**src/priority_schedule_wait_times_top_assert.svh**
```systemverilog
// Assertion macros used by the priority schedule top level.
`ifndef PRIORITY_SCHEDULE_WAIT_TIMES_TOP_ASSERT_SVH
`define PRIORITY_SCHEDULE_WAIT_TIMES_TOP_ASSERT_SVH

// Same-cycle implication, checked on every rising edge outside reset.
`define PSW_ASSERT_IMPL(label, ante, cons) \
    label: assert property (@(posedge i_clk) disable iff (!i_rst_n) (ante) |-> (cons)) \
        else $error("psw assertion failed");

// Next-cycle implication, checked on every rising edge outside reset.
`define PSW_ASSERT_NEXT(label, ante, cons) \
    label: assert property (@(posedge i_clk) disable iff (!i_rst_n) (ante) |=> (cons)) \
        else $error("psw assertion failed");

`endif

```
**src/psw_pkg.sv**
```systemverilog
// Shared types, constants and helper functions of the priority schedule block.
package psw_pkg;

    localparam int MAX_JOBS_DEF = 16;
    localparam int TAG_W        = 8;
    localparam int BURST_W      = 16;
    localparam int PRIO_W       = 8;
    localparam int WAIT_W       = 20;
    localparam int TOTAL_W      = 24;

    typedef struct packed {
        logic [TAG_W-1:0]   tag;
        logic [BURST_W-1:0] burst;
        logic [PRIO_W-1:0]  prio;
    } t_job;

    localparam int JOB_W = $bits(t_job);

    // Commands from the controller to the datapath.
    typedef struct packed {
        logic load;   // an input item is accepted
        logic start;  // the accepted item closes the set
        logic rd_i;   // read the record at the outer position
        logic cap_i;  // capture that record as the current candidate
        logic cmp;    // compare with the inner record and swap if needed
        logic emit;   // load the result registers
    } t_cmd;

    // Status from the datapath to the controller.
    typedef struct packed {
        logic j_end;     // no inner positions remain for this pass
        logic j_last;    // the inner position is the last one of the set
        logic out_last;  // the held result is the final one of the set
    } t_sts;

    function automatic logic [WAIT_W-1:0] sat_wait(input logic [WAIT_W:0] val);
        sat_wait = val[WAIT_W] ? {WAIT_W{1'b1}} : val[WAIT_W-1:0];
    endfunction

    function automatic logic [TOTAL_W-1:0] sat_total(input logic [TOTAL_W:0] val);
        sat_total = val[TOTAL_W] ? {TOTAL_W{1'b1}} : val[TOTAL_W-1:0];
    endfunction

endpackage

```
**src/psw_ram.sv**
```systemverilog
// Generic single-write, single-read RAM with a registered read port.
module psw_ram #(
    parameter int DATA_W = 32,
    parameter int DEPTH  = 16,
    parameter int ADDR_W = (DEPTH > 1) ? $clog2(DEPTH) : 1
) (
    input  logic              i_clk,
    input  logic              i_we,
    input  logic [ADDR_W-1:0] i_waddr,
    input  logic [DATA_W-1:0] i_wdata,
    input  logic [ADDR_W-1:0] i_raddr,
    output logic [DATA_W-1:0] o_rdata
);

    logic [DATA_W-1:0] r_mem [DEPTH];
    logic [DATA_W-1:0] r_rdata;

    always_ff @(posedge i_clk) begin
        if (i_we) begin
            r_mem[i_waddr] <= i_wdata;
        end
        r_rdata <= r_mem[i_raddr];
    end

    assign o_rdata = r_rdata;

endmodule

```
**src/psw_ctrl.sv**
```systemverilog
// Controller state machine that sequences loading, sorting and emitting.
module psw_ctrl (
    input  logic          i_clk,
    input  logic          i_rst_n,
    input  logic          i_in_valid,
    input  logic          i_last_job,
    input  logic          i_out_ready,
    input  psw_pkg::t_sts i_sts,
    output psw_pkg::t_cmd o_cmd,
    output logic          o_in_ready,
    output logic          o_out_valid
);

    typedef enum logic [2:0] {
        S_LOAD,
        S_RD_I,
        S_LD_I,
        S_RD_J,
        S_CMP,
        S_EMIT,
        S_OUT
    } t_state;

    t_state r_state;
    t_state n_state;

    always_comb begin
        n_state = r_state;
        unique case (r_state)
            S_LOAD: begin
                if (i_in_valid && i_last_job) begin
                    n_state = S_RD_I;
                end
            end
            S_RD_I: begin
                n_state = S_LD_I;
            end
            S_LD_I: begin
                n_state = i_sts.j_end ? S_EMIT : S_RD_J;
            end
            S_RD_J: begin
                n_state = S_CMP;
            end
            S_CMP: begin
                n_state = i_sts.j_last ? S_EMIT : S_RD_J;
            end
            S_EMIT: begin
                n_state = S_OUT;
            end
            S_OUT: begin
                if (i_out_ready) begin
                    n_state = i_sts.out_last ? S_LOAD : S_RD_I;
                end
            end
            default: begin
                n_state = S_LOAD;
            end
        endcase
    end

    always_ff @(posedge i_clk) begin
        if (!i_rst_n) begin
            r_state <= S_LOAD;
        end else begin
            r_state <= n_state;
        end
    end

    assign o_in_ready  = (r_state == S_LOAD);
    assign o_out_valid = (r_state == S_OUT);

    always_comb begin
        o_cmd       = '0;
        o_cmd.load  = (r_state == S_LOAD) && i_in_valid;
        o_cmd.start = (r_state == S_LOAD) && i_in_valid && i_last_job;
        o_cmd.rd_i  = (r_state == S_RD_I);
        o_cmd.cap_i = (r_state == S_LD_I);
        o_cmd.cmp   = (r_state == S_CMP);
        o_cmd.emit  = (r_state == S_EMIT);
    end

endmodule

```
**src/psw_dp.sv**
```systemverilog
// Datapath: job store, candidate register, counters, wait sums and result registers.
module psw_dp #(
    parameter int MAX_JOBS = psw_pkg::MAX_JOBS_DEF
) (
    input  logic                         i_clk,
    input  logic                         i_rst_n,
    input  psw_pkg::t_cmd                i_cmd,
    output psw_pkg::t_sts                o_sts,
    input  logic [psw_pkg::TAG_W-1:0]    i_job_tag,
    input  logic [psw_pkg::BURST_W-1:0]  i_burst_time,
    input  logic [psw_pkg::PRIO_W-1:0]   i_priority_level,
    output logic [psw_pkg::TAG_W-1:0]    o_out_tag,
    output logic [psw_pkg::BURST_W-1:0]  o_out_burst,
    output logic [psw_pkg::PRIO_W-1:0]   o_out_priority,
    output logic [psw_pkg::WAIT_W-1:0]   o_wait_time,
    output logic [psw_pkg::TOTAL_W-1:0]  o_total_wait,
    output logic                         o_overflow_flag,
    output logic                         o_last_result
);

    localparam int AW = $clog2(MAX_JOBS);
    localparam int CW = $clog2(MAX_JOBS + 1);

    logic [CW-1:0]              r_count;
    logic                       r_dropped;
    logic [CW-1:0]              r_i;
    logic [CW-1:0]              r_j;
    psw_pkg::t_job              r_cur;
    logic [psw_pkg::WAIT_W-1:0] r_wait;
    logic [psw_pkg::TOTAL_W-1:0] r_total;

    logic [psw_pkg::TAG_W-1:0]   r_o_tag;
    logic [psw_pkg::BURST_W-1:0] r_o_burst;
    logic [psw_pkg::PRIO_W-1:0]  r_o_prio;
    logic [psw_pkg::WAIT_W-1:0]  r_o_wait;
    logic [psw_pkg::TOTAL_W-1:0] r_o_total;
    logic                        r_o_ovf;
    logic                        r_o_last;

    psw_pkg::t_job               in_job;
    psw_pkg::t_job               rd_job;
    logic [psw_pkg::JOB_W-1:0]   rd_bits;
    psw_pkg::t_job               wr_job;
    logic                        full;
    logic                        swap;
    logic                        we;
    logic [AW-1:0]               waddr;
    logic [AW-1:0]               raddr;
    logic [CW-1:0]               j_inc;
    logic [CW-1:0]               i_inc;
    logic                        is_last;
    logic [psw_pkg::WAIT_W-1:0]  n_wait;
    logic [psw_pkg::TOTAL_W-1:0] n_total;

    assign in_job = '{tag: i_job_tag, burst: i_burst_time, prio: i_priority_level};
    assign rd_job = psw_pkg::t_job'(rd_bits);

    assign full    = (r_count == CW'(MAX_JOBS));
    assign swap    = (r_cur.prio > rd_job.prio);
    assign j_inc   = r_j + CW'(1);
    assign i_inc   = r_i + CW'(1);
    assign is_last = (i_inc == r_count);

    // The store is written by loading and by the swap of a compare step.
    assign we     = (i_cmd.load && !full) || (i_cmd.cmp && swap);
    assign waddr  = i_cmd.load ? r_count[AW-1:0] : r_j[AW-1:0];
    assign wr_job = i_cmd.load ? in_job : r_cur;
    assign raddr  = i_cmd.rd_i ? r_i[AW-1:0] : r_j[AW-1:0];

    assign n_total = psw_pkg::sat_total({1'b0, r_total} + psw_pkg::TOTAL_W'(r_wait));
    assign n_wait  = psw_pkg::sat_wait({1'b0, r_wait} + psw_pkg::WAIT_W'(r_cur.burst));

    psw_ram #(
        .DATA_W (psw_pkg::JOB_W),
        .DEPTH  (MAX_JOBS),
        .ADDR_W (AW)
    ) u_store (
        .i_clk   (i_clk),
        .i_we    (we),
        .i_waddr (waddr),
        .i_wdata (wr_job),
        .i_raddr (raddr),
        .o_rdata (rd_bits)
    );

    always_ff @(posedge i_clk) begin
        if (!i_rst_n) begin
            r_count   <= '0;
            r_dropped <= 1'b0;
            r_i       <= '0;
            r_j       <= '0;
            r_o_last  <= 1'b0;
        end else begin
            if (i_cmd.emit && is_last) begin
                r_count   <= '0;
                r_dropped <= 1'b0;
            end else if (i_cmd.load) begin
                if (full) begin
                    r_dropped <= 1'b1;
                end else begin
                    r_count <= r_count + CW'(1);
                end
            end
            if (i_cmd.start) begin
                r_i <= '0;
            end else if (i_cmd.emit) begin
                r_i <= i_inc;
            end
            if (i_cmd.rd_i) begin
                r_j <= i_inc;
            end else if (i_cmd.cmp) begin
                r_j <= j_inc;
            end
            if (i_cmd.emit) begin
                r_o_last <= is_last;
            end
        end
    end

    always_ff @(posedge i_clk) begin
        if (i_cmd.cap_i || (i_cmd.cmp && swap)) begin
            r_cur <= rd_job;
        end
        if (i_cmd.start) begin
            r_wait  <= '0;
            r_total <= '0;
        end else if (i_cmd.emit) begin
            r_wait  <= n_wait;
            r_total <= n_total;
        end
        if (i_cmd.emit) begin
            r_o_tag   <= r_cur.tag;
            r_o_burst <= r_cur.burst;
            r_o_prio  <= r_cur.prio;
            r_o_wait  <= r_wait;
            r_o_total <= n_total;
            r_o_ovf   <= r_dropped;
        end
    end

    assign o_sts.j_end    = (r_j == r_count);
    assign o_sts.j_last   = (j_inc == r_count);
    assign o_sts.out_last = r_o_last;

    assign o_out_tag       = r_o_tag;
    assign o_out_burst     = r_o_burst;
    assign o_out_priority  = r_o_prio;
    assign o_wait_time     = r_o_wait;
    assign o_total_wait    = r_o_total;
    assign o_overflow_flag = r_o_ovf;
    assign o_last_result   = r_o_last;

endmodule

```
**src/priority_schedule_wait_times_top.sv**
```systemverilog
// Top level of the non-preemptive priority scheduler with waiting-time sums.
//
// Usage: job items arrive on the input channel (i_in_valid / o_in_ready), one
// per cycle while the block is loading. Up to MAX_JOBS jobs are kept; later
// jobs of the same set are dropped and flagged in every result of that set.
// The item with i_last_job set closes the set. The block then stops taking
// items and runs an exchange sort over the job store, reading and then
// comparing each pair. The record that wins a pass is final for its
// position, so each result is emitted as soon as its pass ends.
// Results leave on the output channel (o_out_valid / i_out_ready), one item
// per scheduled job, with o_last_result set on the final one.
// Each result takes a read of the outer record, its capture, a read and a
// compare for each later position, and the emit step; the block takes no
// new items until the final result of the set is taken. The store has one
// read port, and each sort step reads, compares and writes back on a swap.
// A stalled receiver simply holds the result register and the sort waits.
// Reset empties the set and returns the block to loading; the job store
// itself needs no clearing since only entries of the current set are read.
module priority_schedule_wait_times_top #(
    parameter int MAX_JOBS = psw_pkg::MAX_JOBS_DEF
) (
    input  logic                         i_clk,
    input  logic                         i_rst_n,
    input  logic                         i_in_valid,
    output logic                         o_in_ready,
    input  logic [psw_pkg::TAG_W-1:0]    i_job_tag,
    input  logic [psw_pkg::BURST_W-1:0]  i_burst_time,
    input  logic [psw_pkg::PRIO_W-1:0]   i_priority_level,
    input  logic                         i_last_job,
    output logic                         o_out_valid,
    input  logic                         i_out_ready,
    output logic [psw_pkg::TAG_W-1:0]    o_out_tag,
    output logic [psw_pkg::BURST_W-1:0]  o_out_burst,
    output logic [psw_pkg::PRIO_W-1:0]   o_out_priority,
    output logic [psw_pkg::WAIT_W-1:0]   o_wait_time,
    output logic [psw_pkg::TOTAL_W-1:0]  o_total_wait,
    output logic                         o_overflow_flag,
    output logic                         o_last_result
);

`include "priority_schedule_wait_times_top_assert.svh"

    psw_pkg::t_cmd cmd;
    psw_pkg::t_sts sts;

    // The controller only sequences; all storage and arithmetic sit in the datapath.
    psw_ctrl u_ctrl (
        .i_clk       (i_clk),
        .i_rst_n     (i_rst_n),
        .i_in_valid  (i_in_valid),
        .i_last_job  (i_last_job),
        .i_out_ready (i_out_ready),
        .i_sts       (sts),
        .o_cmd       (cmd),
        .o_in_ready  (o_in_ready),
        .o_out_valid (o_out_valid)
    );

    psw_dp #(
        .MAX_JOBS (MAX_JOBS)
    ) u_dp (
        .i_clk            (i_clk),
        .i_rst_n          (i_rst_n),
        .i_cmd            (cmd),
        .o_sts            (sts),
        .i_job_tag        (i_job_tag),
        .i_burst_time     (i_burst_time),
        .i_priority_level (i_priority_level),
        .o_out_tag        (o_out_tag),
        .o_out_burst      (o_out_burst),
        .o_out_priority   (o_out_priority),
        .o_wait_time      (o_wait_time),
        .o_total_wait     (o_total_wait),
        .o_overflow_flag  (o_overflow_flag),
        .o_last_result    (o_last_result)
    );

    // Loading and emitting never overlap.
    `PSW_ASSERT_IMPL(a_load_emit_excl, o_in_ready, !o_out_valid)
    // Closing a set stops intake right away.
    `PSW_ASSERT_NEXT(a_close_stops_in, o_in_ready && i_in_valid && i_last_job, !o_in_ready)
    // Delivering the final result reopens intake in the next cycle.
    `PSW_ASSERT_NEXT(a_last_reopens, o_out_valid && i_out_ready && o_last_result, o_in_ready)
    // A result held by a stalled receiver stays valid with its total wait unchanged.
    `PSW_ASSERT_NEXT(a_out_hold, o_out_valid && !i_out_ready, o_out_valid && $stable(o_total_wait))

endmodule
```
**config.mk**
```make
export PLATFORM = sky130hd
export DESIGN_NAME = priority_schedule_wait_times_top
export DESIGN_NICKNAME = d
export VERILOG_FILES = /design/src/psw_pkg.sv /design/src/psw_ram.sv /design/src/psw_ctrl.sv /design/src/psw_dp.sv /design/src/priority_schedule_wait_times_top.sv
export VERILOG_INCLUDE_DIRS = /design/src /design/src/src
export SDC_FILE = /design/constraint.sdc
export NUM_CORES = 1
export LEC_CHECK = 0
export BUFFER_PORTS_ARGS = -buffer_cell sky130_fd_sc_hd__buf_2
export CAP_MARGIN = 0
export CORE_UTILIZATION = 39
export DETAILED_ROUTE_END_ITERATION = 12
export PLACE_DENSITY = 0.51
export SYNTH_ARGS = -nofsm -noshare
export SYNTH_HDL_FRONTEND = slang
export SYNTH_HIERARCHICAL = 1
export SYNTH_SLANG_ARGS = --single-unit
export TNS_END_PERCENT = 20
```
**constraint.sdc**
```tcl
create_clock -name i_clk -period 14.27 [get_ports i_clk]
set_input_delay 3.5675 -clock i_clk [delete_from_list [all_inputs] [get_ports i_clk]]
set_output_delay 3.5675 -clock i_clk [all_outputs]
set_load 0.02 [all_outputs]
```
==> results.sh <==
export IMPL_status="complete, no violations"
export IMPL_yosys_register_bits=717
export IMPL_seq_area_sq_um=20600
export IMPL_multi_input_area_sq_um=7730
export IMPL_hpwl_um=38000
export IMPL_slowest_delay_ns=0.98
export IMPL_place_gp_congestion=0.847
export IMPL_slew_violations=0
export IMPL_switching_power_mw=2.05
export IMPL_synth_top_family_by_area="multiplexers"
export IMPL_ant_nets=0
export IMPL_avgSynthCellArea_sq_um=17.6
export IMPL_htreeDepth=3
export IMPL_power_share_clock_pct=29.3
export IMPL_combPwrFrac_pct=26.2
export IMPL_p_int_mw=4.69
export IMPL_numCtsBuffers=79
export IMPL_synthCells=1627
export IMPL_num_antenna_cells=0
export IMPL_cts_sinks=717
export IMPL_sw_frac_of_total_pct=30.4
export IMPL_power_per_cell_area_nw_per_um2=204
export IMPL_cp_arrival_ns=6.81
export IMPL_total_power_mw=6.73
export IMPL_grt_pass1_vias=15600
export IMPL_required_ns=14.52
export IMPL_period_share_pct=46.0
export IMPL_synthTopCellsByArea="edfxtp_1 (65%), mux4_2 (10%), dfxtp_1 (6.7%)"
export IMPL_synthAdderAreaFrac_pct=2.24
export IMPL_wl_per_cell_um=23.0
export IMPL_first_pass_iters=5
export IMPL_cts_setup_buffers=0
export IMPL_setup_viol=0
export IMPL_drt_iter0_drc=972
export IMPL_min_period_ns=6.56
export IMPL_syn_num_nets=1714
export IMPL_via_count=15000
export IMPL_cts_root_buffer="clkbuf_16"
export IMPL_dieHeight_um=273
export IMPL_dieArea_sq_um=74500
export IMPL_finClkSkew_ns=0.0207
export IMPL_setup_tns_ns=0
export IMPL_critPathMaxFanout=41
export IMPL_grt_pass1_wl_um=97400
export IMPL_route_detailed_drc=0
export IMPL_track_usage_pct=17.5
export IMPL_slew_limit_headroom_pct=20.6
export IMPL_grt_overflow_total=0
export IMPL_pin_count=117
export IMPL_antenna_found_initial=3
export IMPL_synth_top_area_share_pct=65.2
export IMPL_crit_chain="buf_2 > and2_2 > buf_4 > nand2b_1 > nand2b_1 > nand3_1 > nor3_2 > buf_4"
export IMPL_fp_coreArea_sq_um=72100
export IMPL_place_area_sq_um=30400
export IMPL_crit_slowest_cell="nor3_2"
export IMPL_area_growth_pct=15.2
export IMPL_synth_simple_area_share_pct=4.81
export IMPL_syn_area_sq_um=28600
export IMPL_post_cts_resized=0
export IMPL_peakVddDrop_v=0.000102
export IMPL_rows=98
export IMPL_final_layout_size_suffix_gt1_share_pct=25.3
export IMPL_yosysMostFrequentCell="edfxtp_1"
export IMPL_ctsHoldBuffers=0
export IMPL_cts_tree="built"
export IMPL_sequentialPowerShare_pct=44.5
export IMPL_stdcell_area_sq_um=33000
export IMPL_tightest_slew_ns=1.18
export IMPL_cts_max_path_buffers=3
export IMPL_initial_utilization_pct=39.7
export IMPL_wl_um=64300
export IMPL_grt_max_degree=81
export IMPL_async_reset_ff_share_pct=0
export IMPL_fillers=6284
export IMPL_power_leakage_nw=11.1
export IMPL_synth_area_leader_cell="edfxtp_1"
export IMPL_maxCapViolations=0
export IMPL_portBuffers=116
export IMPL_final_util_pct=45.7
export IMPL_die_width_um=273
export IMPL_yosysSeqAreaShare_pct=71.9
export IMPL_rsz0062_at_grt="false"
export IMPL_nNetsFinal=1867
export IMPL_clkLatencyLatePin_ns=0.62
export IMPL_synth_top_flop_cell="edfxtp_1"
export IMPL_report_final_hold_viol_count=0
export IMPL_muxShareOfSynthArea_pct=11.9
export IMPL_crit_path_end_kind="flop"
export IMPL_avgViaCountPerCell=5.35
export IMPL_ys_top_cells_by_count="edfxtp_1 (621), mux4_2 (128), dfxtp_1 (96), nor2_1 (95), nand2_1 (82)"
export IMPL_synthXorXnorAreaFrac_pct=1.68
export IMPL_synthDistinctLibCells=72
export IMPL_hold_class="flop to flop"
export IMPL_fmax_mhz=152
export IMPL_start_kind="primary input"
export IMPL_synth_edf_count=621
export IMPL_path_class="primary input to flop"
export IMPL_ys_warn_count=6
export IMPL_synth_compound_area_share_pct=5.82
export IMPL_cts_clk_slew_worst_paths_ns=0.06
-- placed cells by master, fill, tap and decap left out, drive strengths merged, types with 25 or more instances in the layout --
| cell type | count |
|---|---|
| a21oi | 43 |
| a22oi | 64 |
| buf | 151 |
| clkbuf | 110 |
| clkinv | 26 |
| dfxtp | 96 |
| edfxtp | 621 |
| ha | 48 |
| inv | 32 |
| mux2 | 41 |
| mux4 | 128 |
| nand2 | 83 |
| nor2 | 95 |
| nor3 | 25 |
| o21ai | 28 |
| xnor2 | 29 |
| xor2 | 26 |
-- power by group through the flow --
stage          Clock [mW]  Combinational (mW)  Sequential (mW)
6_report             1.97                1.76             3.00
3_3_place_gp            0                1.77             3.03
5_1_grt              2.11                1.96             3.02
2_1_floorplan           0                1.30             2.98
4_1_cts              2.03                1.81             3.00
3_5_place_dp            0                1.80             3.04
-- registers in the layout, indices dropped and copies added, names as in the netlist --
name	count
u_dp/r_j	5
u_dp/o_out_tag	8
u_ctrl/r_state	3
u_dp/r_dropped	1
u_dp/u_store/o_rdata	32
u_dp/r_wait	20
u_dp/r_cur	32
u_dp/o_wait_time	20
u_dp/u_store/r_mem	512
u_dp/r_count	5
u_dp/r_total	24
u_dp/o_out_priority	8
u_dp/o_out_burst	16
u_dp/o_total_wait	24
u_dp/o_overflow_flag	1
u_dp/r_i	5
u_dp/o_last_result	1
-- cells by family (layout without fill, tap and decap cells) --
kind of cell | Yosys count | after routing
multiplexers | 175 | 175
XOR/XNOR | 55 | 55
adder cells (fa/ha/maj) | 50 | 50
AO/OA/AOI/OAI | 234 | 234
buffers and inverters | 106 | 326
flip-flops | 717 | 717
AND/OR/NAND/NOR | 290 | 290
-- cell type report --
| cell class | instances | share of cell area [%] |
|---|---|---|
| Tap cell | 950 | 3.61 |
| Multi-Input combinational cell | 804 | 23.4 |
| Clock buffer | 110 | 6.63 |
| Timing Repair Buffer | 151 | 2.56 |
| Inverter | 27 | 0.307 |
| Sequential cell | 717 | 62.4 |
| Clock inverter | 38 | 1.06 |
-- per-stage QoR --
step	instances	hold slack, ns	setup slack, ns
finish	2797	0.399	7.71
global route	2797	0.405	7.45
CTS	2797	0.397	7.64
detailed placement	2649	0.389	7.00
global placement	2649	0.387	7.18
floorplan	1627	0.386	6.61
-- layer usage --
metal  track usage, %  routed length (um)
met1             23.3               28400
met2             29.7               32100
met3             2.35                2100
met4             5.56                1640
met5                0                   0
-- critical path, delay by kind of cell --
| kind | cells | cell delay [ns] |
|---|---|---|
| buf+inv | 3 | 1.27 |
| simple gates | 5 | 1.90 |
-- path summary, 6_finish.rpt --
kind | start | end | slack [ns] | depth (start not counted)
hold reg to reg | u_dp/u_store/o_rdata[22] | u_dp/r_cur[22] | 0.40 | 0
setup / recovery | i_in_valid | u_dp/u_store/r_mem[12][20] | 7.71 | 8
hold / removal | u_dp/u_store/o_rdata[22] | u_dp/r_cur[22] | 0.40 | 0
setup reg to reg | u_ctrl/r_state[2] | u_dp/u_store/r_mem[12][20] | 9.93 | 8
Power figures use the tool's default switching activity.
